File: src/hdl/pcb_pkg.sv
// pcb_pkg: shared types and constants of the Huffman code bit packer.
// No dependencies.
package pcb_pkg;

  localparam int CODE_W   = 24;  // width of a code word
  localparam int LEN_W    = 5;   // width of a code length
  localparam int SYM_W    = 8;
  localparam int NUM_SYMS = 256;
  localparam int BYTE_W   = 8;
  localparam int FILL_W   = 3;
  localparam int QDEPTH   = 4;   // front-to-back queue entries
  localparam int QPTR_W   = 2;
  localparam int QCNT_W   = 3;

  typedef enum logic [1:0] {
    CMD_LOAD   = 2'd0,
    CMD_ENCODE = 2'd1,
    CMD_FLUSH  = 2'd2,
    CMD_UNUSED = 2'd3
  } cmd_t;

  typedef enum logic [1:0] {
    KIND_ENCODE = 2'd0,
    KIND_MISS   = 2'd1,
    KIND_FLUSH  = 2'd2
  } kind_t;

  // work item handed from the front end to the packer
  typedef struct packed {
    kind_t              kind;
    logic [LEN_W-1:0]   len;
    logic [CODE_W-1:0]  code;
  } item_t;

  // queue status seen by the front end and the packer
  typedef struct packed {
    logic              not_empty;
    logic [QCNT_W-1:0] count;
  } q_status_t;

  typedef struct packed {
    logic [BYTE_W-1:0] out_byte;
    logic              byte_valid;
    logic [2:0]        pad_count;
    logic              flush_done;
    logic              missing_code;
    logic              last;
  } result_t;

endpackage

File: src/hdl/pcb_queue.sv
// pcb_queue: small flop-based FIFO between front end and packer.
// Uses pcb_pkg.
module pcb_queue (
  input  logic               clk,
  input  logic               rst_n,
  input  logic               push,
  input  pcb_pkg::item_t     push_item,
  input  logic               pop,
  output pcb_pkg::item_t     head,
  output pcb_pkg::q_status_t q_stat
);

  pcb_pkg::item_t              q_r [pcb_pkg::QDEPTH];
  logic [pcb_pkg::QPTR_W-1:0]  wr_ptr_r, rd_ptr_r;
  logic [pcb_pkg::QCNT_W-1:0]  count_r, count_nxt;

  always_comb begin
    count_nxt = count_r;
    if (push && !pop) begin
      count_nxt = count_r + 1'b1;
    end else if (pop && !push) begin
      count_nxt = count_r - 1'b1;
    end
  end

  always_ff @(posedge clk) begin
    if (push) begin
      q_r[wr_ptr_r] <= push_item;
    end
  end

  always_ff @(posedge clk) begin
    if (!rst_n) begin
      wr_ptr_r <= '0;
      rd_ptr_r <= '0;
      count_r  <= '0;
    end else begin
      if (push) wr_ptr_r <= wr_ptr_r + 1'b1;
      if (pop)  rd_ptr_r <= rd_ptr_r + 1'b1;
      count_r <= count_nxt;
    end
  end

  assign head             = q_r[rd_ptr_r];
  assign q_stat.count     = count_r;
  assign q_stat.not_empty = (count_r != '0);

endmodule

File: config.mk
export PLATFORM = sky130hd
export DESIGN_NAME = pcb_queue
export DESIGN_NICKNAME = d
export VERILOG_FILES = /design/src/hdl/pcb_pkg.sv /design/src/hdl/pcb_queue.sv
export SDC_FILE = /design/constraint.sdc
export NUM_CORES = 1
export LEC_CHECK = 0
export ABC_AREA = 0
export BUFFER_PORTS_ARGS = -buffer_cell sky130_fd_sc_hd__buf_4
export CORE_MARGIN = 4
export CORE_UTILIZATION = 35
export DETAILED_ROUTE_END_ITERATION = 10
export GPL_ROUTABILITY_DRIVEN = 0
export PLACE_DENSITY = 0.53
export SYNTH_ARGS = -nofsm -noshare
export SYNTH_HDL_FRONTEND = slang
export SYNTH_SLANG_ARGS = --single-unit
File: constraint.sdc
create_clock -name clk -period 2.4 [get_ports clk]
set_input_delay 0.48 -clock clk [delete_from_list [all_inputs] [get_ports clk]]
set_output_delay 0.48 -clock clk [all_outputs]
set_load 0.1 [all_outputs]
---- Word-level counts from Yosys, hierarchy flattened ----
Memory sizes are Yosys's and may differ from the RTL's. A register that Yosys moved wholly into a read port is not among the register bits.
Index checks and enable logic that the tools add are counted.
operators by class
  add/sub/neg operators ................... 4
  multiplexer cells ....................... 6
  reductions and logical operators ........ 6
operators by type and width
  operator                                          number
  2-to-1 mux 3 bit                                  2
  adder 2 x 1 -> 2 bit, second input constant       2
  2-to-1 mux 2 bit                                  2
  adder 3 x 1 -> 3 bit, second input constant       1
  nonzero test 3 bit                                1
  subtractor 3 x 1 -> 3 bit, second input constant  1
  logical AND 1 bit                                 2
  logical NOT 1 bit                                 2
  2-to-1 mux 1 bit                                  2
  nonzero test 2 bit                                1
word-level totals
  output and inout port bits .............. 35
  memory bits (writable) .................. 124
  input bits .............................. 35
  memories kept ........................... 1
  register bits ........................... 7
  word-level logic and storage cells ...... 20
memory list
  memory  words  bits a word  rd ports  clocked after Yosys merged registers in  write ports  line             RTL
  q_r     4      31           1         1                                        1            pcb_queue.sv:13  pcb_pkg::item_t q_r [pcb_pkg::QDEPTH];

---- Logic depth before layout (Yosys ltp) ----
Gate-level depths: netlist (run 1).
  depth after elaboration ................. 4
  depth in mapped cells ................... 7
  depth with buffers taken out ............ 7

---- Least setup slack after synthesis (run 1) ----
OpenSTA, ideal clock, no wires.
  kind .................................... reg-to-output
  start ................................... reg count_r[0] (netlist bit)
  end ..................................... out q_stat[3] (netlist bit)
  buffers on the path ..................... 0
  cell stages (with the launch flop) ...... 2
  data required time ...................... 1.920 ns
  data arrival time ....................... 1.816 ns
  slack ................................... 0.104 ns
  path through ............................ dfxtp_1 > or3_1
RTL lines
  element                   line             RTL
  start: declaration        pcb_queue.sv:15  logic [pcb_pkg::QCNT_W-1:0] count_r, count_nxt;
  start signal: assignment  pcb_queue.sv:40  count_r <= count_nxt;
  end: declaration          pcb_queue.sv:10  output pcb_pkg::q_status_t q_stat

==> results.ini, run 1 <==
[setup_path]
critPathBufInv=2
cp_max_fo=12
crit_path_cell_trace=buf_12, mux4_1, buf_4
start_kind=register
crit_type=register to output port
worst_ep_required_time_ps=1920
critPathArrivalTime_ps=1840
max_stage_delay_ps=580
cp_top_family=multiplexers
cpMaxStageDelayCell=mux4_1
end_kind=output port

[global_routing]
grt_pass1_vias=2428
gr-total-overflow=0
grt.total_usage=0.118
grt_pass1_wl_mm=13.7
grt_max_degree=25
antenna_found_initial=0

[yosys]
synth_top_area_frac=0.758
ys_top_cells_by_count=edfxtp_1 (124), mux4_2 (30), and2_1 (9), dfxtp_1 (9), ha_1 (5)
synth_top_family_by_area=multiplexers
synth-async-reset-ratio=0
syn_inst=203
synth_edf_count=124
synthSimpleGateAreaFrac=0.0173
syn_nets=244
yosysTopAreaCell=edfxtp_1
synth.area.mux_share=0.147
synth_seq_cells=133
seq_area_frac_synth=0.794
synth_compound_area_frac=0.00255
avgSynthCellArea_sq_um=24.2
synth_cell_types=18
synth.most_common_cell=edfxtp_1
synth_warnings=0
synth_xor_area_frac=0.00891
netlist_area_sq_um=4910
synthFlopType=edfxtp_1
yosys-top-cells-area=edfxtp_1 (76%), mux4_2 (14%), dfxtp_1 (3.7%)
synthAdderAreaFrac=0.0168

[routing]
drc=0
dr.pass1.iters=4
via_per_inst=4.64
wire_per_inst_um=18.3
ant_nets=0
vias=2259
routed_wirelength_mm=8.93
drt_iter0_drc=91

[timing]
worst-slew-pin-transition_ps=457
rsz0062_at_grt=no
fin_ws_ps=84.5
drv_slew=0
relSlewSlack=0.696
timing.fmax_mhz=432
final-setup-viol-count=0
hold_violations=0
setup_tns_ps=0
layout_min_cycle_time_ps=2320
finClkSkew_ps=9.54
period_share=0.965

[clock_network]
cts_resized=0
cts_buffers=17
clk_pin_slew_worst_paths_ps=60
cts_tree=done
clk_latency_ps=410
cts_max_path_buffers=2
cts-root-buf=clkbuf_16
cts_hold_buffers=0
cts-htree-levels=4
cts.sinks=133

[place]
dp_hpwl_mm=5.33
place_area_sq_um=5740
place_ws_ps=451
io_buffer_count=69

[power]
p_leak_nw=2.19
ir_worst_vdd_v=0.000491
power.density_nw_per_um2=1020
p_total_mw=6.44

[layout]
drive_above_1_share=0.450
area_delta_synth_final_pct=28.9
stdcell_area_sq_um=6330
nNetsFinal=335
nFillCells=1188
antenna_cells=0
finish.utilization=0.458

[floorplan]
die_y_um=126
core_sq_um=13800
start_util=0.355
die_w_um=126
row_count=43
pin_count=70
dieArea_sq_um=16000

[outcome]
status=completed

[min_path]
hold_class=input port to register

[job]
max_cap_violations=0

==> metal layers <==
| layer | vias up | routed length [um] | global-route usage |
|---|---|---|---|
| li1 | 1025 | - | - |
| met1 | 1163 | 4040 | 0.147 |
| met2 | 61 | 4240 | 0.178 |
| met3 | 10 | 517 | 0.0505 |
| met4 | 0 | 136 | 0.0530 |
| met5 | - | 0 | 0 |
==> stage by stage <==
stage                     cells  hold slack [ps]
after floorplan             203              528
after global placement      454              502
after detailed placement    454              519
after CTS                   486              241
after global routing        487              246
final                       487              269
==> final timing paths <==
kind / start / endpoint / slack [ps] / cells past startpoint
max: register / head[21] / 80 / 3
min: push_item[21] / q_r[3][21] / 270 / 1
max reg2reg: wr_ptr_r[0] / q_r[0][0] / 840 / 4
min reg2reg: count_r[2] / count_r[2] / 520 / 2
==> cell usage in the layout (no fill, tap or decap), drive strengths merged <==
cell type	Yosys	routed
nand2	1	1
dfxtp	9	9
or3	2	2
bufinv	0	3
buf	6	77
edfxtp	124	124
and2	9	9
fa	1	1
clkbuf	0	19
clkinv	0	9
mux4	31	31
o21ai	1	1
a21boi	1	1
ha	5	5
xor2	3	3
mux2i	2	2
nor2b	2	2
inv	4	4
xnor2	2	2
clkinvlp	0	2
==> cells by family after synthesis <==
kind of cell | after synthesis
AO/OA/AOI/OAI | 2
XOR/XNOR | 5
adder cells (fa/ha/maj) | 6
buffers and inverters | 10
flip-flops | 133
multiplexers | 33
AND/OR/NAND/NOR | 14
==> state kept, by name, summed over array words and instances, names as in the netlist, named ones only <==
register,flops
q_r,124
rd_ptr_r,2
wr_ptr_r,2
count_r,3
==> worst reg2reg max path: stages, from the launching register on <==
cell	delay (ps)
dfxtp_1	350
inv_1	100
ha_1	130
and2_2	430
buf_12	240
==> layout make-up <==
type,count,area (sq um),area share
clock buffer,18,429,0.0678
clock inverter,14,141,0.0223
inverter,4,15.0,0.00237
multi-input combinational,60,951,0.150
sequential,133,3910,0.617
tap,180,225,0.0356
timing repair buffer,78,666,0.105
==> power breakdown <==
part           internal (mW)  switching, mW  total, mW
registers               2.66         0.0382       2.70
clock network           1.60          0.872       2.47
logic                  0.338          0.935       1.27
total                   4.60           1.85       6.44
==> timing repair <==
action	in CTS	in global routing
endpoints found under the hold margin	0	0
setup buffers	0	0
endpoints found under the setup margin	0	1
No activity file was read; power rests on OpenSTA's default activity.
==> run 2: changes to the inputs <==
--- a/config.mk
+++ b/config.mk
@@ -6,12 +6,13 @@
 export NUM_CORES = 1
 export LEC_CHECK = 0
 export ABC_AREA = 0
-export BUFFER_PORTS_ARGS = -buffer_cell sky130_fd_sc_hd__buf_4
+export CORE_ASPECT_RATIO = 1.75
 export CORE_MARGIN = 4
 export CORE_UTILIZATION = 35
 export DETAILED_ROUTE_END_ITERATION = 10
+export DONT_BUFFER_PORTS = 1
 export GPL_ROUTABILITY_DRIVEN = 0
-export PLACE_DENSITY = 0.53
+export PLACE_DENSITY = 0.49
 export SYNTH_ARGS = -nofsm -noshare
 export SYNTH_HDL_FRONTEND = slang
 export SYNTH_SLANG_ARGS = --single-unit
==> run 2 against run 1 <==
Compared with the run above:
- sequential share of layout area fell by 1.5 points
- largest power group unchanged
- via count fell by 3.9%
- hold slack got worse by 100 ps
- flip-flop and latch count did not move
- worst setup slack improved by 38 ps
- cell count fell by 7.6%
- core utilization rose by 1.1 points
- first-iteration DRC count fell by 11%
- routed wire length rose by 0.97%
- critical path depth did not move
==> results.ini, run 2 (synthesized netlist as in run 1, its figures left out) <==
[outcome]
status=completed

[power]
power.density_nw_per_um2=1050
p_leak_nw=2.20
ir_worst_vdd_v=0.000695
p_total_mw=6.80

[layout]
antenna_cells=0
layout_common_cells=edfxtp_1 (124), buf_12 (36), mux4_2 (30)
top_register=q_r
top_regs=q_r (124), count_r (3)
largest_register_ffs=124
final_common_cell=edfxtp_1
area_delta_synth_final_pct=32.1
nNetsFinal=301
drive_above_1_share=0.396

[global_routing]
grt_max_degree=24
grt_pass1_vias=2450
gr-total-overflow=0
grt_pass1_wl_mm=13.8
grt_use_met3=0.0524
grt.total_usage=0.119
grt.busiest_layer=met2
use_met1=0.114
use_met2=0.220
antenna_found_initial=0

[routing]
routed_wirelength_mm=9.02
ant_nets=0
vias=2170
via_per_inst=4.82
drt_iter0_drc=81
dr.pass1.iters=5
wire_per_inst_um=20.0
drc=0

[timing]
hold_ws_ps=165
fin_ws_ps=122
setup_tns_ps=0
relSlewSlack=0.652
layout_min_cycle_time_ps=2280
timing.fmax_mhz=439
worst-slew-pin-transition_ps=523
period_share=0.949
hold_violations=0
final-setup-viol-count=0
drv_slew=0
rsz0062_at_grt=no
finClkSkew_ps=6.69

[floorplan]
die_w_um=97.6
core_sq_um=13800
row_count=57
pin_count=70
dieArea_sq_um=16100
start_util=0.355
die_y_um=165

[clock_network]
cts_tree=done
cts_buffers=17
clk_pin_slew_worst_paths_ps=60
cts_max_path_buffers=2
cts-root-buf=clkbuf_16
cts.sinks=133
clk_latency_ps=410
cts_resized=1
cts-htree-levels=4
cts_hold_buffers=0
cts_setup_buffers=0

[setup_path]
critPathArrivalTime_ps=1800
reg2reg_slack_ps=750
start_kind=register
rr_endpoint=q_r[3][1]
max_stage_delay_ps=590
reg2reg_from=wr_ptr_r[0]
critPathBufInv=2
cp_max_fo=15
cpMaxStageDelayCell=mux4_2
crit_type=register to output port
rr_worst_depth=3
cp_top_family=multiplexers
crit_path_cell_trace=buf_6, mux4_2, buf_12
worst_ep_required_time_ps=1920
end_kind=output port

[min_path]
hold_path_end=q_r[1][10]
hold_class=input port to register
hold_depth=0
min_from=push_item[10]

[job]
max_cap_violations=0

[place]
dp_hpwl_mm=5.86
place_ws_ps=433
io_buffer_count=0

run 2: cell types whose count changed in the layout (fill, tap and decap cells not counted), sizes merged:
cell      delta
clkinvlp     -2
clkbuf       -1
buf         -33
bufinv       +1
clkinv       +1
run 2: cell type report:
type | instances | area [sq um]
clock buffers | 18 | 429
clock inverters | 14 | 185
fillers | 1184 | 7340
inverters | 4 | 15.0
multi-input cells | 60 | 951
flip-flops and latches | 133 | 3910
well taps | 177 | 221
repair buffers | 44 | 785
run 2: where the power goes:
part | internal (mW) | switching [mW] | total [mW]
registers | 2.66 | 0.0364 | 2.70
logic | 0.514 | 0.950 | 1.46
clock network | 1.73 | 0.908 | 2.64
total | 4.91 | 1.89 | 6.80
run 2: worst max-delay path by stage:
stage,from,endpoint,slack (ps),cells past startpoint
floorplan,count_r[0],q_stat[3],100,1
global placement,register,head[16],440,3
detailed placement,register,head[16],430,3
CTS,register,head[16],80,3
global route,register,head[12],50,3
finish,register,head[16],120,3
run 2: worst register-to-register path: cells and delay by family, from the launching register on:
| family | cells | cell delay, ps |
|---|---|---|
| simple gates | 1 | 480 |
| flops | 1 | 400 |
| buf+inv | 1 | 290 |
| fa+ha+maj | 1 | 180 |
run 2: layer usage:
layer  part of all wire  vias to the layer above  routed length, um
met3              0.062                        4                559
met5                  0                        -                  0
met4              0.011                        0                 97
met2               0.58                       55               5270
li1                   -                      960                  -
met1               0.34                     1151               3090
run 2: metrics by stage:
stage,instance area (sq um),util,instances
2_1_floorplan,4910,-,203
3_3_place_gp,5870,0.425,418
3_5_place_dp,5870,0.425,418
6_report,6490,0.469,450
4_1_cts,6490,0.469,450
5_1_grt,6490,0.469,450
==> run 3: changes to the inputs <==
==> constraint.sdc (replaced) <==
create_clock -name clk -period 2.1 [get_ports clk]
set_input_delay 0.42 -clock clk [delete_from_list [all_inputs] [get_ports clk]]
set_output_delay 0.42 -clock clk [all_outputs]
set_load 0.1 [all_outputs]
==> run 3 against run 2 <==
Compared with the run above:
- the flow now finishes with violations (setup timing)
- first-iteration DRC count is 25% lower
- clock-buffer cell count down 1
- sequential share of layout area hardly changed
- combinational power rose by 14%
- total power grew 14%
- flip-flop and latch count unchanged
- sequential power grew 14%
- critical path depth is the same
- clock skew is essentially flat
- largest cell class unchanged
- largest power group unchanged
==> results.ini, run 3 (synthesized netlist as in run 1, its figures left out) <==
[outcome]
status=finished, violations left
violations=setup timing

[clock_network]
cts-root-buf=clkbuf_16
cts_buffers=17
clk_latency_ps=400
cts.sinks=133
clk_pin_slew_worst_paths_ps=60
cts_setup_buffers=0
cts_max_path_buffers=2
cts_hold_buffers=0
cts_tree=done
cts-htree-levels=4

[global_routing]
grt_max_degree=32
grt.total_usage=0.119
grt_pass1_wl_mm=13.6
antenna_found_initial=0
gr-total-overflow=0
grt_pass1_vias=2389

[layout]
multi_input_area_sq_um=952
layout_common_cells=edfxtp_1 (124), buf_12 (35), mux4_2 (30)
final_common_cell=edfxtp_1
drive_above_1_share=0.402
nFillCells=1176
top_regs=q_r (124), count_r (3)
nNetsFinal=300
top_register=q_r
area_delta_synth_final_pct=32.1
largest_register_ffs=124
finish.utilization=0.469
regArea_sq_um=3910
antenna_cells=0

[timing]
final-setup-viol-count=30
relSlewSlack=0.401
layout_min_cycle_time_ps=2170
rsz0062_at_grt=yes
hold_ws_ps=109
hold_violations=0
timing.fmax_mhz=462
period_share=1.03
fin_ws_ps=-66.1
worst-slew-pin-transition_ps=898
setup_tns_ps=-1220
finClkSkew_ps=6.96
drv_slew=0

[power]
power.density_nw_per_um2=1200
pwr-share-comb=0.215
p_leak_nw=2.19
clockPowerShare=0.388
ir_worst_vdd_v=0.000639
pwr-share-seq=0.397
p_sw_frac=0.279
p_int_mw=5.61
switchingPower_mw=2.17

[floorplan]
dieArea_sq_um=16100
start_util=0.355
pin_count=70
die_y_um=165
die_w_um=97.6
row_count=57
core_sq_um=13800

[setup_path]
max_stage_delay_ps=570
crit_type=register to output port
start_kind=register
reg2reg_slack_ps=380
reg2reg_from=wr_ptr_r[0]
cp_max_fo=12
worst_ep_required_time_ps=1680
rr_endpoint=q_r[2][24]
critPathBufInv=2
end_kind=output port
crit_path_cell_trace=buf_12, mux4_2, buf_12
crit_top_cell=buf_12
critPathArrivalTime_ps=1750
cpMaxStageDelayCell=mux4_2
rr_worst_depth=3
cp_top_family=multiplexers
cp_num_cells=3
cp-endpoint=head[2]

[place]
dp_hpwl_mm=5.51
io_buffer_count=0

[job]
max_cap_violations=0

[routing]
dr.pass1.iters=4
drt_iter0_drc=61
routed_wirelength_mm=8.89
vias=2137
ant_nets=0
via_per_inst=4.77
drc=0
wire_per_inst_um=19.9

[min_path]
hold_class=input port to register

run 3: changes by cell type in the layout (fill, tap and decap cells not counted), sizes merged:
| cell | delta |
|---|---|
| clkinvlp | +1 |
| clkbuf | -1 |
| inv | +1 |
| clkinv | -2 |
| buf | -1 |
run 3: per-layer routing:
metal | part of all wire | global-route usage | vias to the layer above
met5 | 0 | 0 | -
met4 | 0.013 | 0.0510 | 0
met3 | 0.065 | 0.0575 | 7
met2 | 0.56 | 0.209 | 52
met1 | 0.36 | 0.119 | 1118
li1 | - | - | 960
run 3: worst min-delay path by stage:
| stage | end | from | depth (start not counted) | slack (ps) |
|---|---|---|---|---|
| after floorplan | q_r[0][0] | push_item[0] | 0 | 520 |
| after global placement | q_r[0][16] | push_item[16] | 0 | 520 |
| after global routing | q_r[2][28] | push_item[28] | 0 | 80 |
| after detailed placement | q_r[2][16] | push_item[16] | 0 | 520 |
| after CTS | q_r[2][28] | push_item[28] | 0 | 90 |
| final | q_r[2][28] | push_item[28] | 0 | 110 |
run 3: through the flow:
step	std cells	power [mW]	instance area (sq um)	worst slack, ps
final	448	7.78	6490	-66.1
after global routing	448	8.03	6490	-154
after CTS	448	7.87	6490	-110
after detailed placement	416	4.83	5850	271
after global placement	416	4.82	5850	289
after floorplan	203	4.25	4910	93.0
run 3: area by class of cell:
type,instances,area share
Sequential cell,133,0.602
Clock buffer,17,0.0655
Multi-Input combinational cell,60,0.147
Inverter,4,0.00231
Clock inverter,14,0.0285
Timing Repair Buffer,43,0.121
Tap cell,177,0.0341
run 3: what timing repair did:
action                                  in CTS  in global routing
gates cloned                                 1                  0
gates resized for setup                      3                  0
endpoints found under the setup margin      30                 31
hold endpoints to repair                     0                  0
run 3: power groups by stage:
stage / clock network (mW) / logic (mW) / registers, mW
2_1_floorplan: 0 / 1.05 / 3.20
3_3_place_gp: 0 / 1.68 / 3.13
3_5_place_dp: 0 / 1.69 / 3.14
4_1_cts: 3.08 / 1.70 / 3.09
5_1_grt: 3.20 / 1.73 / 3.10
6_report: 3.02 / 1.67 / 3.09
