### config.mk
export PLATFORM = sky130hd
export DESIGN_NAME = pcb_back_flat
export DESIGN_NICKNAME = d
export VERILOG_FILES = /design/src/hdl/pcb_pkg.sv /design/src/hdl/pcb_out_if.sv /design/src/hdl/pcb_back.sv /design/src/flat_wrapper.sv
export SDC_FILE = /design/constraint.sdc
export NUM_CORES = 1
export LEC_CHECK = 0
export ABC_AREA = 1
export BUFFER_PORTS_ARGS = -buffer_cell sky130_fd_sc_hd__buf_2
export CORE_AREA = 2 2 93 95
export DETAILED_ROUTE_END_ITERATION = 6
export DIE_AREA = 0 0 95 97
export PLACE_DENSITY = 0.79
export SETUP_SLACK_MARGIN = 0.02
export SKIP_CTS_REPAIR_TIMING = 1
export SLEW_MARGIN = 25
export SYNTH_ARGS = -nofsm -noshare
export SYNTH_HDL_FRONTEND = slang
export SYNTH_SLANG_ARGS = --single-unit
### constraint.sdc
create_clock -name clk -period 3.95 [get_ports clk]
set_input_delay 0.5925 -clock clk [delete_from_list [all_inputs] [get_ports clk]]
set_output_delay 0.5925 -clock clk [all_outputs]
set_load 0.02 [all_outputs]
### src/hdl/pcb_pkg.sv
// pcb_pkg: shared types and constants of the Huffman code bit packer.
// No dependencies.
package pcb_pkg;

  localparam int CODE_W   = 24;  // width of a code word
  localparam int LEN_W    = 5;   // width of a code length
  localparam int SYM_W    = 8;
  localparam int NUM_SYMS = 256;
  localparam int BYTE_W   = 8;
  localparam int FILL_W   = 3;
  localparam int QDEPTH   = 4;   // front-to-back queue entries
  localparam int QPTR_W   = 2;
  localparam int QCNT_W   = 3;

  typedef enum logic [1:0] {
    CMD_LOAD   = 2'd0,
    CMD_ENCODE = 2'd1,
    CMD_FLUSH  = 2'd2,
    CMD_UNUSED = 2'd3
  } cmd_t;

  typedef enum logic [1:0] {
    KIND_ENCODE = 2'd0,
    KIND_MISS   = 2'd1,
    KIND_FLUSH  = 2'd2
  } kind_t;

  // work item handed from the front end to the packer
  typedef struct packed {
    kind_t              kind;
    logic [LEN_W-1:0]   len;
    logic [CODE_W-1:0]  code;
  } item_t;

  // queue status seen by the front end and the packer
  typedef struct packed {
    logic              not_empty;
    logic [QCNT_W-1:0] count;
  } q_status_t;

  typedef struct packed {
    logic [BYTE_W-1:0] out_byte;
    logic              byte_valid;
    logic [2:0]        pad_count;
    logic              flush_done;
    logic              missing_code;
    logic              last;
  } result_t;

endpackage

### src/hdl/pcb_out_if.sv
// pcb_out_if: result transaction channel of the bit packer.
// Depends on nothing.
interface pcb_out_if;
  logic       valid;
  logic       ready;
  logic [7:0] out_byte;
  logic       byte_valid;
  logic [2:0] pad_count;
  logic       flush_done;
  logic       missing_code;
  logic       last;

  modport source (output valid, out_byte, byte_valid, pad_count, flush_done, missing_code,
                  last, input ready);
  modport sink   (input valid, out_byte, byte_valid, pad_count, flush_done, missing_code,
                  last, output ready);
endinterface

### src/hdl/pcb_back.sv
// pcb_back: bit packer. Pops work items, merges code bits into the byte
// accumulator and drives the result register. Uses pcb_pkg, pcb_out_if.
module pcb_back (
  input  logic               clk,
  input  logic               rst_n,
  input  pcb_pkg::item_t     head,
  input  pcb_pkg::q_status_t q_stat,
  output logic               pop,
  pcb_out_if.source          out_ch
);

  logic [pcb_pkg::BYTE_W-1:0] acc_r, acc_nxt;
  logic [pcb_pkg::FILL_W-1:0] fill_r, fill_nxt;
  logic                       busy_r, busy_nxt;
  logic [1:0]                 n_r, n_nxt, k_r, k_nxt;
  logic [15:0]                tail_r, tail_nxt;   // bytes 1 and 2 of a long code
  logic                       out_valid_r, out_valid_nxt;
  pcb_pkg::result_t           res_r, res_nxt;

  logic                         slot_free;
  logic [pcb_pkg::CODE_W-1:0]   code_al;
  logic [31:0]                  win;
  logic [pcb_pkg::LEN_W-1:0]    total;
  logic [1:0]                   nbytes;
  logic [pcb_pkg::BYTE_W-1:0]   rest_byte;

  assign slot_free = !out_valid_r || out_ch.ready;
  assign pop       = q_stat.not_empty && !busy_r && slot_free;

  // left-align the code, then drop it in right after the pending bits
  assign code_al = head.code << (pcb_pkg::LEN_W'(pcb_pkg::CODE_W) - head.len);
  assign win     = {acc_r, 24'd0} | ({code_al, 8'd0} >> fill_r);
  assign total   = pcb_pkg::LEN_W'(fill_r) + head.len;
  assign nbytes  = total[4:3];

  always_comb begin
    unique case (nbytes)
      2'd0:    rest_byte = win[31:24];
      2'd1:    rest_byte = win[23:16];
      2'd2:    rest_byte = win[15:8];
      default: rest_byte = win[7:0];
    endcase
  end

  always_comb begin
    acc_nxt       = acc_r;
    fill_nxt      = fill_r;
    busy_nxt      = busy_r;
    n_nxt         = n_r;
    k_nxt         = k_r;
    tail_nxt      = tail_r;
    res_nxt       = res_r;
    out_valid_nxt = out_valid_r && !out_ch.ready;

    if (busy_r && slot_free) begin
      out_valid_nxt      = 1'b1;
      res_nxt            = '0;
      res_nxt.out_byte   = (k_r == 2'd1) ? tail_r[15:8] : tail_r[7:0];
      res_nxt.byte_valid = 1'b1;
      res_nxt.last       = (k_r + 2'd1 == n_r);
      busy_nxt           = (k_r + 2'd1 != n_r);
      k_nxt              = k_r + 2'd1;
    end else if (pop) begin
      res_nxt = '0;
      unique case (head.kind)
        pcb_pkg::KIND_MISS: begin
          out_valid_nxt        = 1'b1;
          res_nxt.missing_code = 1'b1;
          res_nxt.last         = 1'b1;
        end
        pcb_pkg::KIND_FLUSH: begin
          out_valid_nxt      = 1'b1;
          res_nxt.flush_done = 1'b1;
          res_nxt.last       = 1'b1;
          if (fill_r != '0) begin
            res_nxt.out_byte   = acc_r;
            res_nxt.byte_valid = 1'b1;
            res_nxt.pad_count  = 3'(4'd8 - {1'b0, fill_r});
          end
          acc_nxt  = '0;
          fill_nxt = '0;
        end
        pcb_pkg::KIND_ENCODE: begin
          acc_nxt  = rest_byte;
          fill_nxt = total[2:0];
          if (nbytes != 2'd0) begin
            out_valid_nxt      = 1'b1;
            res_nxt.out_byte   = win[31:24];
            res_nxt.byte_valid = 1'b1;
            res_nxt.last       = (nbytes == 2'd1);
          end
          if (nbytes > 2'd1) begin
            busy_nxt = 1'b1;
            n_nxt    = nbytes;
            k_nxt    = 2'd1;
            tail_nxt = win[23:8];
          end
        end
        default: begin
          out_valid_nxt = out_valid_r && !out_ch.ready;
        end
      endcase
    end
  end

  always_ff @(posedge clk) begin
    if (!rst_n) begin
      acc_r       <= '0;
      fill_r      <= '0;
      busy_r      <= 1'b0;
      n_r         <= '0;
      k_r         <= '0;
      out_valid_r <= 1'b0;
    end else begin
      acc_r       <= acc_nxt;
      fill_r      <= fill_nxt;
      busy_r      <= busy_nxt;
      n_r         <= n_nxt;
      k_r         <= k_nxt;
      out_valid_r <= out_valid_nxt;
    end
  end

  always_ff @(posedge clk) begin
    tail_r <= tail_nxt;
    res_r  <= res_nxt;
  end

  assign out_ch.valid        = out_valid_r;
  assign out_ch.out_byte     = res_r.out_byte;
  assign out_ch.byte_valid   = res_r.byte_valid;
  assign out_ch.pad_count    = res_r.pad_count;
  assign out_ch.flush_done   = res_r.flush_done;
  assign out_ch.missing_code = res_r.missing_code;
  assign out_ch.last         = res_r.last;

endmodule

### src/flat_wrapper.sv
// flat-port wrapper written by rule: the top's interface ports become plain ports
module pcb_back_flat 
  (clk, rst_n, head, q_stat, pop, out_ch_valid, out_ch_out_byte, out_ch_byte_valid, out_ch_pad_count, out_ch_flush_done, out_ch_missing_code, out_ch_last, out_ch_ready);
  pcb_out_if out_ch_i ();
  input  logic clk;
  input  logic rst_n;
  input  pcb_pkg::item_t head;
  input  pcb_pkg::q_status_t q_stat;
  output logic pop;
  output wire logic [$bits(out_ch_i.valid)-1:0] out_ch_valid;
  output wire logic [$bits(out_ch_i.out_byte)-1:0] out_ch_out_byte;
  output wire logic [$bits(out_ch_i.byte_valid)-1:0] out_ch_byte_valid;
  output wire logic [$bits(out_ch_i.pad_count)-1:0] out_ch_pad_count;
  output wire logic [$bits(out_ch_i.flush_done)-1:0] out_ch_flush_done;
  output wire logic [$bits(out_ch_i.missing_code)-1:0] out_ch_missing_code;
  output wire logic [$bits(out_ch_i.last)-1:0] out_ch_last;
  input wire logic [$bits(out_ch_i.ready)-1:0] out_ch_ready;
  assign out_ch_valid = out_ch_i.valid;
  assign out_ch_out_byte = out_ch_i.out_byte;
  assign out_ch_byte_valid = out_ch_i.byte_valid;
  assign out_ch_pad_count = out_ch_i.pad_count;
  assign out_ch_flush_done = out_ch_i.flush_done;
  assign out_ch_missing_code = out_ch_i.missing_code;
  assign out_ch_last = out_ch_i.last;
  assign out_ch_i.ready = out_ch_ready;
  pcb_back u_core (.clk(clk), .rst_n(rst_n), .head(head), .q_stat(q_stat), .pop(pop), .out_ch(out_ch_i));
endmodule
### Word-level counts from Yosys, hierarchy flattened

Index checks and enable logic that the tools add are counted.
Widths: inputs -> output; s select.

| cells by class | value |
|---|---|
| shift-type cells | 2 |
| add/subtract/negate cells | 4 |
| magnitude comparators | 1 |
| divide/modulo/power cells | 0 |
| bitwise gates (word level) | 2 |
| multiplexer cells | 25 |
| reduce and logical (&&, ||, !) cells | 20 |
| multipliers | 0 |
| eq/ne operators | 7 |

Operator list:

| operator | number |
|---|---|
| $or 32x32->32 | 1 |
| $shr 32x3->32 | 1 |
| $mux 15 | 2 |
| $pmux 8 s3 | 1 |
| $shl 24x5->24 | 1 |
| $pmux 9 s2 | 1 |
| $pmux 8 s2 | 1 |
| $mux 12 | 1 |
| $reduce_bool 2->1 | 5 |
| $mux 1 | 9 |
| $mux 9 | 1 |
| $mux 2 | 4 |
| $mux 8 | 1 |
| $eq 2x1->1 const B | 3 |
| $pmux 3 s2 | 1 |
| $reduce_and 3->1 | 2 |
| $add 3x5->5 | 1 |
| $sub 5x5->5 const A | 1 |
| $eq 2x2->1 const B | 2 |
| $logic_and 1x1->1 | 4 |
| $logic_not 2->1 | 2 |
| $mux 4 | 1 |
| $pmux 1 s2 | 2 |
| $reduce_and 4->1 | 1 |
| 10 further kinds | 12 |

| storage, ports and cells | value |
|---|---|
| input bits | 38 |
| ROM bits | 0 |
| logic and storage cells | 74 |
| latch bits | 0 |
| memory bits (writable) | 0 |
| memories kept | 0 |
| register bits after elaboration | 48 |

### Longest topological paths before layout

Gate-level depths: netlist of the first run.

| depth | value |
|---|---|
| depth after elaboration | 8 |
| mapped depth | 23 |
| mapped depth without buffers | 20 |

### Worst setup path after synthesis of the first run

OpenSTA, ideal clock, no wires.

| timing path | value |
|---|---|
| path type | register to register |
| from | register u_core.fill_r[1] (netlist bit) |
| to | register u_core.k_r[1] |
| stages on the path, launching flop included | 14 |
| setup time | 128 ps |
| arrival time | 2,844 ps |
| required time | 3,822 ps |
| slack | 979 ps |
| path through | dfxtp_1 -> inv_1 -> buf_2 -> buf_1 -> fa_1 -> o22ai_2 -> xor2_4 -> inv_1 -> nor2_2 -> nor2_1 -> inv_1 -> o22ai_1 -> inv_1 -> nor2_1 |

| between the ends | value |
|---|---|
| cells in the longest elaborated chain, start to end | 4 |

Ends and longest elaborated chain:

| what | RTL line | text |
|---|---|---|
| start, declared | pcb_back.sv:13 | `logic [pcb_pkg::FILL_W-1:0] fill_r, fill_nxt;` |
| start signal, assigned | pcb_back.sv:116 | `fill_r <= fill_nxt;` |
| $add 3x5->5 | pcb_back.sv:33 | `assign total = pcb_pkg::LEN_W'(fill_r) + head.len;` |
| $gt 2x1->1 | pcb_back.sv:92 | `if (nbytes > 2'd1) begin` |
| $reduce_bool 2->1 (no line) | - |  |
| $reduce_and 3->1 (no line) | - |  |
| end signal, assigned | pcb_back.sv:119 | `k_r <= k_nxt;` |
| end, declared | pcb_back.sv:15 | `logic [1:0] n_r, n_nxt, k_r, k_nxt;` |

No other way between the ends.
A chain may end at the register's enable or synchronous reset.

==> results of run 1 <==
## cells in the final DEF (no fill, tap or decap), drive strengths merged
cell type    n
and2         7
a211oi       1
o32a         1
mux2         2
dfxtp       23
a21boi       1
xnor2        1
nand2      239
o31ai        2
xor2         4
nand3      229
clkinv       2
clkbuf       5
a22oi        3
buf         61
edfxtp      25
a31oi        2
inv         50
o21ai       27
fa           1
o22ai        4
o211ai       2
ha          11
a21oi       23
nor2        30
nand4       14
mux2i        6
nor3         1
## stage by stage
stage	hold WS, ps	power (W)	utilization	std cells	cell area [um2]
final	471	0.00157	0.613	882	4990
after global routing	500	0.00167	0.613	882	4990
after detailed placement	456	0.00127	0.602	874	4900
after global placement	450	0.00126	0.602	874	4900
after CTS	469	0.00156	0.613	882	4990
after floorplan	445	0.00111	-	751	4700
## power by group
group / switching [W] / internal (W) / leakage, nW / total, W
registers: 0.0000150 / 0.000578 / 0.427 / 0.000593
logic: 0.000464 / 0.000212 / 1.83 / 0.000676
clock network: 0.000176 / 0.000124 / 0.0460 / 0.000300
## cells in the mapped netlist (all sizes together)
cell type	instances	area share
and2	7	0.0093
xnor2	1	0.0019
mux2	2	0.0048
a22oi	3	0.0048
dfxtp	23	0.098
edfxtp	25	0.16
clkbuf	7	0.0056
nand4	14	0.019
o31ai	2	0.0032
a211oi	1	0.0016
inv	49	0.041
nand2	239	0.19
o22ai	4	0.0067
nor2	30	0.028
nor3	1	0.0011
fa	1	0.0043
o21ai	27	0.029
ha	11	0.029
a21oi	23	0.025
o32a	1	0.0021
a31oi	2	0.0027
mux2i	6	0.013
xor2	4	0.013
o211ai	2	0.0032
nand3	229	0.25
a21boi	1	0.0016
buf	36	0.053
## worst max-delay path: stages
cell     delay, ps
buf_2          150
inv_8          140
ha_1           220
inv_1           70
nand2_1         60
nand2_1        380
nand3_1        300
nand2_1        130
nand2_1         80
nand2_1        120
nand3_1        140
nand3_1        120
nand3_1        130
nand3_1        120
nand2_1         70
o21ai_0         80
nand2_1         60
o21ai_0         90
## how the worst min path moves through the flow
stage                                          start                         end  slack (ps)  cells past startpoint
after floorplan                      u_core.acc_r[4]             u_core.acc_r[4]         450                      2
after global placement    u_core.out_ch.pad_count[0]  u_core.out_ch.pad_count[0]         450                      2
after detailed placement             u_core.acc_r[6]             u_core.acc_r[6]         460                      2
after CTS                            u_core.acc_r[6]             u_core.acc_r[6]         470                      2
after global routing        u_core.out_ch.flush_done    u_core.out_ch.flush_done         500                      2
final                                u_core.acc_r[6]             u_core.acc_r[6]         470                      2
## area by class of cell
type | instances | area (um2) | area share
multi-input combinational | 611 | 3020 | 0.606
sequential | 48 | 1210 | 0.243
timing repair buffer | 61 | 343 | 0.0688
inverter | 49 | 191 | 0.0384
tap | 105 | 131 | 0.0263
clock buffer | 5 | 68.8 | 0.0138
clock inverter | 3 | 17.5 | 0.00351
## registers in the layout, summed over array words and instances, names as in the netlist
signal / count
u_core.out_ch.valid: 1
u_core.k_r: 2
u_core.fill_r: 3
u_core.out_ch.out_byte: 8
u_core.busy_r: 1
u_core.tail_r: 16
u_core.out_ch.byte_valid: 1
u_core.n_r: 2
u_core.acc_r: 8
u_core.out_ch.missing_code: 1
u_core.out_ch.flush_done: 1
u_core.out_ch.last: 1
u_core.out_ch.pad_count: 3
## cells by family after synthesis
| family | share of synthesized area |
|---|---|
| flops | 0.258 |
| compound gates | 0.0798 |
| simple gates | 0.497 |
| xor+xnor | 0.0149 |
| mux | 0.0176 |
| buf+inv | 0.0995 |
| fa+ha+maj | 0.0335 |
## routing by layer
layer	up-vias	track usage
li1	2613	-
met1	2366	0.466
met2	214	0.466
met3	8	0.0475
met4	0	0.0457
met5	-	0
==> impl_metrics.csv, run 1 <==
group,metric,value,unit
synth,syn-cell-area,4700,um2
timing,max_slew_margin,0.396,
detailed_routing,dr_total_vias,5201,
timing,worst-slew-pin-transition,905,ps
global_route,grt_pass1_vias,4676,
detailed_routing,detail_route.iter0.violations,502,
setup_path,cp.arrival,3060,ps
placement,preCtsSetupSlack,722,ps
detailed_routing,wirelength_met1,6.42,mm
setup_path,reg2reg_to,"u_core.k_r[1]",
finish,antenna_cells,0,
placement,port_buffers,51,
placement,weighted_congestion_at_the_end_of_routability_driven_global_placement,0.933,
timing,worst_clock_skew,6.81,ps
setup_path,critPathRequiredTime,4000,ps
clocking,clk_latency,310,ps
finish,nFillCells,833,
floorplanning,fp.dieW,95,um
synth,synth_sequential_area_ratio,0.258,
setup_path,regToRegStartpoint,"u_core.fill_r[1]",
setup_path,critical_path_peak_fanout,27,
floorplanning,boundaryPins,55,
finish,drive_gt1_frac,0.121,
setup_path,crit_end_element,"flop",
global_route,globalRouteOverflowTotal,0,
synth,yosys_register_bits,48,
detailed_routing,max_layer_used,"met4",
power_and_ir_drop,max-vdd-ir-drop,0.222,mV
setup_path,r2r_setup_slack,1160,ps
detailed_routing,drt-total-wl,13.6,mm
detailed_routing,met3RoutedLength,1.09,mm
synth,synthesis_warnings,0,
outcome,status,"complete, no violations",
timing,timing_hold_violations_final,0,
timing,layout_setup_ws,942,ps
placement,hpwl_after_detailed_placement,10.7,mm
timing,final.period_utilization,0.762,
timing,post-route-min-period,3010,ps
timing,report.final.setup_viol,0,
detailed_routing,vias_per_cell,5.90,
detailed_routing,dr.pass1.iters,6,
timing,max_transition_viols_final,0,
setup_path,endpoint,"u_core.out_ch.out_byte[0]",
floorplanning,core.rowCount,33,
synth,synth.distinct_cells,41,
clocking,path_clk_slew,90,ps
clocking,tritoncts,"done",
clocking,cts-htree-levels,2,
setup_path,start_kind,"input port",
clocking,cts.root.buffer_cell,"clkbuf_8",
setup_path,crit_path_start,"head[24]",
detailed_routing,antenna_violating_nets_post_route,0,
timing,finalSetupTns,0,ps
floorplanning,core,8130,um2
synth,synthesis.area_per_instance,6.26,um2
global_route,grt_max_degree,33,
floorplanning,chipHeight,97,um
synth,syn-instance-count,751,
synth,postSynthNetCount,801,
timing,rsz0062_at_grt,"false",
detailed_routing,wl_met2,6.01,mm
detailed_routing,route.detailed.drc,0,
finish,finish.net_count,826,
global_route,antenna_found_initial,0,
timing,maxClockFrequency,332,MHz
setup_path,reg2regPathDepth,12,
clocking,clock-sinks,48,
detailed_routing,average_routed_wire_per_standard_cell,15.4,um
floorplanning,initial_cell_density_of_the_core,0.578,
global_route,grt_pass1_wl,22.6,mm
global_route,grt_use_total,0.306,
power_and_ir_drop,p_leak,2.31,nW
clocking,max-clock-path-buffers,2,
job,max_cap_violations,0,
floorplanning,floorplan.die_area,9220,um2
min_path,min_path_type,"reg2reg",
setup_path,setup.worst_path.class,"in2reg",
finish,synthToLayoutAreaGrowth,6.04,%
power_and_ir_drop,power_per_standard_cell_area,315,nW/um2
clocking,numCtsBuffers,5,
Power figures use the tool's default switching activity.
==> run 2, diff against run 1 <==
Settings changed: CORE_AREA 2 2 93 95 to 2 2 97 99, DIE_AREA 0 0 95 97 to 0 0 99 101, PLACE_DENSITY 0.79 to 0.76.
Clock period 3.95 ns to 2.5 ns, I/O delays scaled along.
==> run 2 against run 1 <==
Compared with the run above:
- final cell count up 9.2%
- sequential cell count unchanged
- die area up 8.5%
- core utilization up 1.6 points
- setup slack worse by 770 ps
- highest routed layer unchanged
==> impl_metrics.csv, run 2 (synthesized netlist as in run 1, its figures left out) <==
group,metric,value,unit
finish,postLayoutCoreUtil,0.629,
finish,mostFrequentLayoutCells,"nand2_1 (234), nand3_1 (225), buf_4 (80)",
detailed_routing,route.detailed.drc,0,
clocking,path_clk_slew,90,ps
timing,maxClockFrequency,430,MHz
job,max_cap_violations,0,
setup_path,crit_end_element,"flop",
power_and_ir_drop,sw_frac_of_total,0.398,
clocking,tritoncts,"done",
timing,worst_clock_skew,7.18,ps
timing,worst-slew-pin-transition,540,ps
timing,post-route-min-period,2320,ps
timing,finalSetupTns,0,ps
timing,timing_hold_violations_final,0,
power_and_ir_drop,max-vdd-ir-drop,0.275,mV
power_and_ir_drop,design_power_total,0.00267,W
placement,port_buffers,51,
outcome,status,"complete, no violations",
floorplanning,core,8980,um2
floorplanning,initial_cell_density_of_the_core,0.524,
setup_path,setup.worst_path.class,"reg2reg",
power_and_ir_drop,power_frac_seq,0.350,
power_and_ir_drop,combinational_group_share_of_total_power,0.461,
placement,detailed_place.area,5520,um2
floorplanning,core.rowCount,35,
setup_path,critPathRequiredTime,2740,ps
finish,drive_gt1_frac,0.205,
detailed_routing,antenna_violating_nets_post_route,0,
clocking,clk_latency,310,ps
clocking,cts-htree-levels,2,
detailed_routing,average_routed_wire_per_standard_cell,14.6,um
detailed_routing,dr.pass1.iters,5,
global_route,grt_use_total,0.291,
finish,top_register,"u_core.tail_r",
detailed_routing,dr_total_vias,5428,
global_route,grt_max_degree,33,
clocking,cts.root.buffer_cell,"clkbuf_8",
detailed_routing,drt-total-wl,14.1,mm
global_route,grt_pass1_vias,5020,
detailed_routing,vias_per_cell,5.64,
clocking,clock-sinks,48,
timing,hold-worst-slack,314,ps
finish,synthToLayoutAreaGrowth,20.1,%
setup_path,critical_path_peak_fanout,4,
global_route,globalRouteOverflowTotal,0,
floorplanning,chipHeight,101,um
clocking,max-clock-path-buffers,2,
clocking,numCtsBuffers,5,
timing,report.final.setup_viol,0,
setup_path,cp.arrival,2560,ps
finish,antenna_cells,0,
finish,design_area,5650,um2
global_route,grt_pass1_wl,23.6,mm
finish,number_of_flip_flops_in_the_largest_register,16,
timing,final.period_utilization,0.930,
power_and_ir_drop,power_per_standard_cell_area,473,nW/um2
timing,max_slew_margin,0.640,
finish,finish.net_count,901,
placement,weighted_congestion_at_the_end_of_routability_driven_global_placement,0.942,
finish,mostFrequentLayoutCell,"nand2_1",
power_and_ir_drop,power.share.clock,0.188,
detailed_routing,detail_route.iter0.violations,517,
setup_path,start_kind,"flop",
floorplanning,boundaryPins,55,
min_path,min_path_type,"in2reg",
power_and_ir_drop,power_report.internal_total,0.00161,W
floorplanning,fp.dieW,99,um
timing,max_transition_viols_final,0,
timing,rsz0062_at_grt,"true",
power_and_ir_drop,p_leak,2.69,nW
floorplanning,floorplan.die_area,10000,um2
global_route,antenna_found_initial,0,
power_and_ir_drop,power.net_switching,0.00106,W
placement,hpwl_after_detailed_placement,11.5,mm
run 2: cell count changes in the layout (fill, tap and decap cells not counted), sizes merged:
| cell | delta |
|---|---|
| buf | +75 |
| clkinv | -1 |
| clkbuf | +1 |
run 2: worst max-delay path: stages (launching register included):
cell	delay (ps)
dfxtp_1	350
ha_1	170
inv_1	70
fa_2	390
o22ai_4	170
xor2_4	130
inv_2	150
nor2_2	50
buf_4	130
a31oi_1	340
nand4_1	150
a21oi_1	150
run 2: layout make-up:
type | count | area, um2
sequential | 48 | 1210
clock buffer | 6 | 82.6
multi-input combinational | 611 | 3060
inverter | 49 | 196
clock inverter | 2 | 13.8
tap | 111 | 139
timing repair buffer | 136 | 947
fill | 879 | 3330
run 2: metal layers:
layer | up-vias | GRT usage | wire length, um
li1 | 2764 | - | -
met3 | 23 | 0.0395 | 842
met4 | 0 | 0.0738 | 249
met5 | - | 0 | 0
met1 | 2469 | 0.413 | 6530
met2 | 172 | 0.470 | 6460
run 2: final timing paths:
path | startpoint | end | slack [ps] | cells past startpoint
setup / recovery | u_core.fill_r[0] | u_core.acc_r[6] | 180 | 11
hold / removal | rst_n | u_core.busy_r | 310 | 3
setup reg to reg | u_core.fill_r[0] | u_core.acc_r[6] | 180 | 11
hold reg to reg | u_core.out_ch.pad_count[0] | u_core.out_ch.pad_count[0] | 460 | 2
run 2: power by group through the flow:
| stage | clock network (W) | logic (W) | registers, W |
|---|---|---|---|
| 2_1_floorplan | 0 | 0.000743 | 0.00101 |
| 3_3_place_gp | 0 | 0.00119 | 0.000952 |
| 3_5_place_dp | 0 | 0.00121 | 0.000956 |
| 4_1_cts | 0.000504 | 0.00121 | 0.000938 |
| 5_1_grt | 0.000537 | 0.00138 | 0.000942 |
| 6_report | 0.000503 | 0.00123 | 0.000937 |
run 2: stage by stage:
step | instances | setup WS, ps
CTS | 963 | 185
detailed placement | 955 | -136
global placement | 955 | -133
global route | 963 | -19.9
finish | 963 | 175
floorplan | 751 | 9.36
==> run 3, diff against run 2 <==
--- a/config.mk
+++ b/config.mk
@@ -18,2 +18,3 @@
 export SYNTH_HDL_FRONTEND = slang
 export SYNTH_SLANG_ARGS = --single-unit
+export TNS_END_PERCENT = 100
==> constraint.sdc (replaced) <==
create_clock -name clk -period 2.5 [get_ports clk]
set_input_delay 0.125 -clock clk [delete_from_list [all_inputs] [get_ports clk]]
set_output_delay 0.125 -clock clk [all_outputs]
set_load 0.02 [all_outputs]
==> run 3 against run 2 <==
Compared with the run above:
- critical path depth grew 1
- power decreased by 2.7%
- global-route usage is 0.29 points lower
- setup slack better by 13 ps
- via count down 2.8%
- routed wire length barely moved
- largest cell class unchanged
- highest routed layer unchanged
==> impl_metrics.csv, run 3 (synthesized netlist as in run 1, its figures left out) <==
group,metric,value,unit
timing,worst-slew-pin-transition,565,ps
placement,detailed_place.area,5250,um2
finish,top_register,"u_core.tail_r",
finish,finish.cell_count_without_fillers,931,
global_route,globalRouteOverflowTotal,0,
floorplanning,fp.dieW,99,um
power_and_ir_drop,sw_frac_of_total,0.402,
clocking,tritoncts,"done",
finish,mostFrequentLayoutCell,"nand2_1",
detailed_routing,dr.pass1.iters,5,
floorplanning,boundaryPins,55,
power_and_ir_drop,power_report.internal_total,0.00155,W
detailed_routing,antenna_violating_nets_post_route,0,
power_and_ir_drop,p_leak,2.53,nW
global_route,grt_max_degree,33,
detailed_routing,route.detailed.drc,0,
setup_path,critical-path-slowest-cell,"fa_2",
finish,number_of_flip_flops_in_the_largest_register,16,
setup_path,reg2regPathDepth,12,
setup_path,critical_path_peak_fanout,6,
power_and_ir_drop,power.share.clock,0.190,
floorplanning,floorplan.die_area,10000,um2
global_route,grt_pass1_vias,4876,
timing,layout_setup_ws,189,ps
setup_path,start_kind,"flop",
global_route,grt_use_total,0.289,
setup_path,cp.arrival,2450,ps
clocking,max-clock-path-buffers,2,
placement,port_buffers,51,
timing,worst_clock_skew,7.44,ps
detailed_routing,dr_total_vias,5274,
finish,drive_gt1_frac,0.172,
finish,finish.net_count,869,
floorplanning,chipHeight,101,um
min_path,holdPathStages,3,
clocking,numCtsBuffers,5,
clocking,cts-htree-levels,2,
detailed_routing,drt-total-wl,14.1,mm
finish,synthToLayoutAreaGrowth,14.3,%
min_path,min_path_type,"in2reg",
timing,final.period_utilization,0.925,
global_route,antenna_found_initial,0,
finish,design_area,5370,um2
timing,report.final.setup_viol,0,
finish,antenna_cells,0,
clocking,clock-sinks,48,
global_route,grt_pass1_wl,23.4,mm
placement,hpwl_after_detailed_placement,11.5,mm
floorplanning,core.rowCount,35,
placement,weighted_congestion_at_the_end_of_routability_driven_global_placement,0.941,
clocking,cts.root.buffer_cell,"clkbuf_8",
clocking,clk_latency,300,ps
power_and_ir_drop,combinational_group_share_of_total_power,0.450,
clocking,path_clk_slew,90,ps
placement,preCtsSetupSlack,28.5,ps
outcome,status,"complete, no violations",
timing,max_slew_margin,0.623,
setup_path,timing.critical_path.slowest_cell_delay,380,ps
floorplanning,initial_cell_density_of_the_core,0.524,
detailed_routing,average_routed_wire_per_standard_cell,15.1,um
power_and_ir_drop,power_per_standard_cell_area,484,nW/um2
timing,rsz0062_at_grt,"false",
timing,max_transition_viols_final,0,
timing,timing_hold_violations_final,0,
timing,maxClockFrequency,433,MHz
setup_path,setup.worst_path.class,"reg2reg",
job,max_cap_violations,0,
placement,dpl.cell_count,920,
power_and_ir_drop,power_frac_seq,0.360,
setup_path,crit_end_element,"flop",
floorplanning,core,8980,um2
timing,post-route-min-period,2310,ps
power_and_ir_drop,power.net_switching,0.00105,W
setup_path,r2r_setup_slack,190,ps
detailed_routing,vias_per_cell,5.66,
finish,nFillCells,896,
setup_path,critPathRequiredTime,2640,ps
finish,mostFrequentLayoutCells,"nand2_1 (234), nand3_1 (226), buf_2 (51)",
setup_path,worst_path_cell_chain,"ha_1, inv_1, fa_2, o22ai_4, xor2_4, buf_4, nor2_4, nor2_4, inv_2, o21ai_0, nand3_1, o21ai_0",
timing,hold-worst-slack,74.9,ps
detailed_routing,detail_route.iter0.violations,423,
timing,finalSetupTns,0,ps
power_and_ir_drop,max-vdd-ir-drop,0.216,mV
-- run 3: cell count changes in the layout (fill, tap and decap cells not counted), moves of 2 or more --
cell     previous run  this run
o21ai_0            20        22
buf_4              80        50
inv_4               2         0
inv_2               5         7
o21ai_1             7         5
-- run 3: path summary, 6_finish.rpt --
path                                            startpoint                    endpoint
worst max-delay path                      u_core.fill_r[0]   u_core.out_ch.out_byte[7]
worst min-delay path                                 rst_n               u_core.busy_r
worst max register to register            u_core.fill_r[0]   u_core.out_ch.out_byte[7]
worst min register to register  u_core.out_ch.pad_count[1]  u_core.out_ch.pad_count[1]
-- run 3: area by class of cell --
cell class / instances / area [um2] / share of cell area
multi-input combinational: 611 / 3040 / 0.566
clock inverter: 2 / 13.8 / 0.00256
clock buffer: 6 / 82.6 / 0.0154
sequential: 48 / 1210 / 0.226
tap: 111 / 139 / 0.0258
timing repair buffer: 104 / 691 / 0.129
inverter: 49 / 191 / 0.0356
-- run 3: worst max-delay path: cells and delay by family, from the launching register on --
family / cells / cell delay (ps)
adders and majority gates: 2 / 550
AOI/OAI and AO/OA: 3 / 360
DFF: 1 / 350
and+or+nand+nor: 3 / 350
buffers and inverters: 3 / 310
xor gates and xnor gates: 1 / 250
-- run 3: per-stage QoR --
step,total power [W],utilization
finish,0.00260,0.598
global route,0.00278,0.598
CTS,0.00259,0.595
detailed placement,0.00210,0.585
global placement,0.00208,0.585
floorplan,0.00175,-
-- run 3: power by group through the flow --
stage                     clock network (W)  logic (W)  registers (W)
after floorplan                           0   0.000740        0.00101
after global placement                    0    0.00113       0.000952
after detailed placement                  0    0.00115       0.000955
after CTS                          0.000503    0.00115       0.000937
after global routing               0.000531    0.00130       0.000942
final                              0.000495    0.00117       0.000936
-- run 3: metal layers --
metal / routed length, um / vias to the layer above / track usage
met5: 0 / - / 0
met4: 205 / 0 / 0.0558
met3: 761 / 16 / 0.0194
met2: 6410 / 174 / 0.480
met1: 6720 / 2390 / 0.415
li1: - / 2694 / -
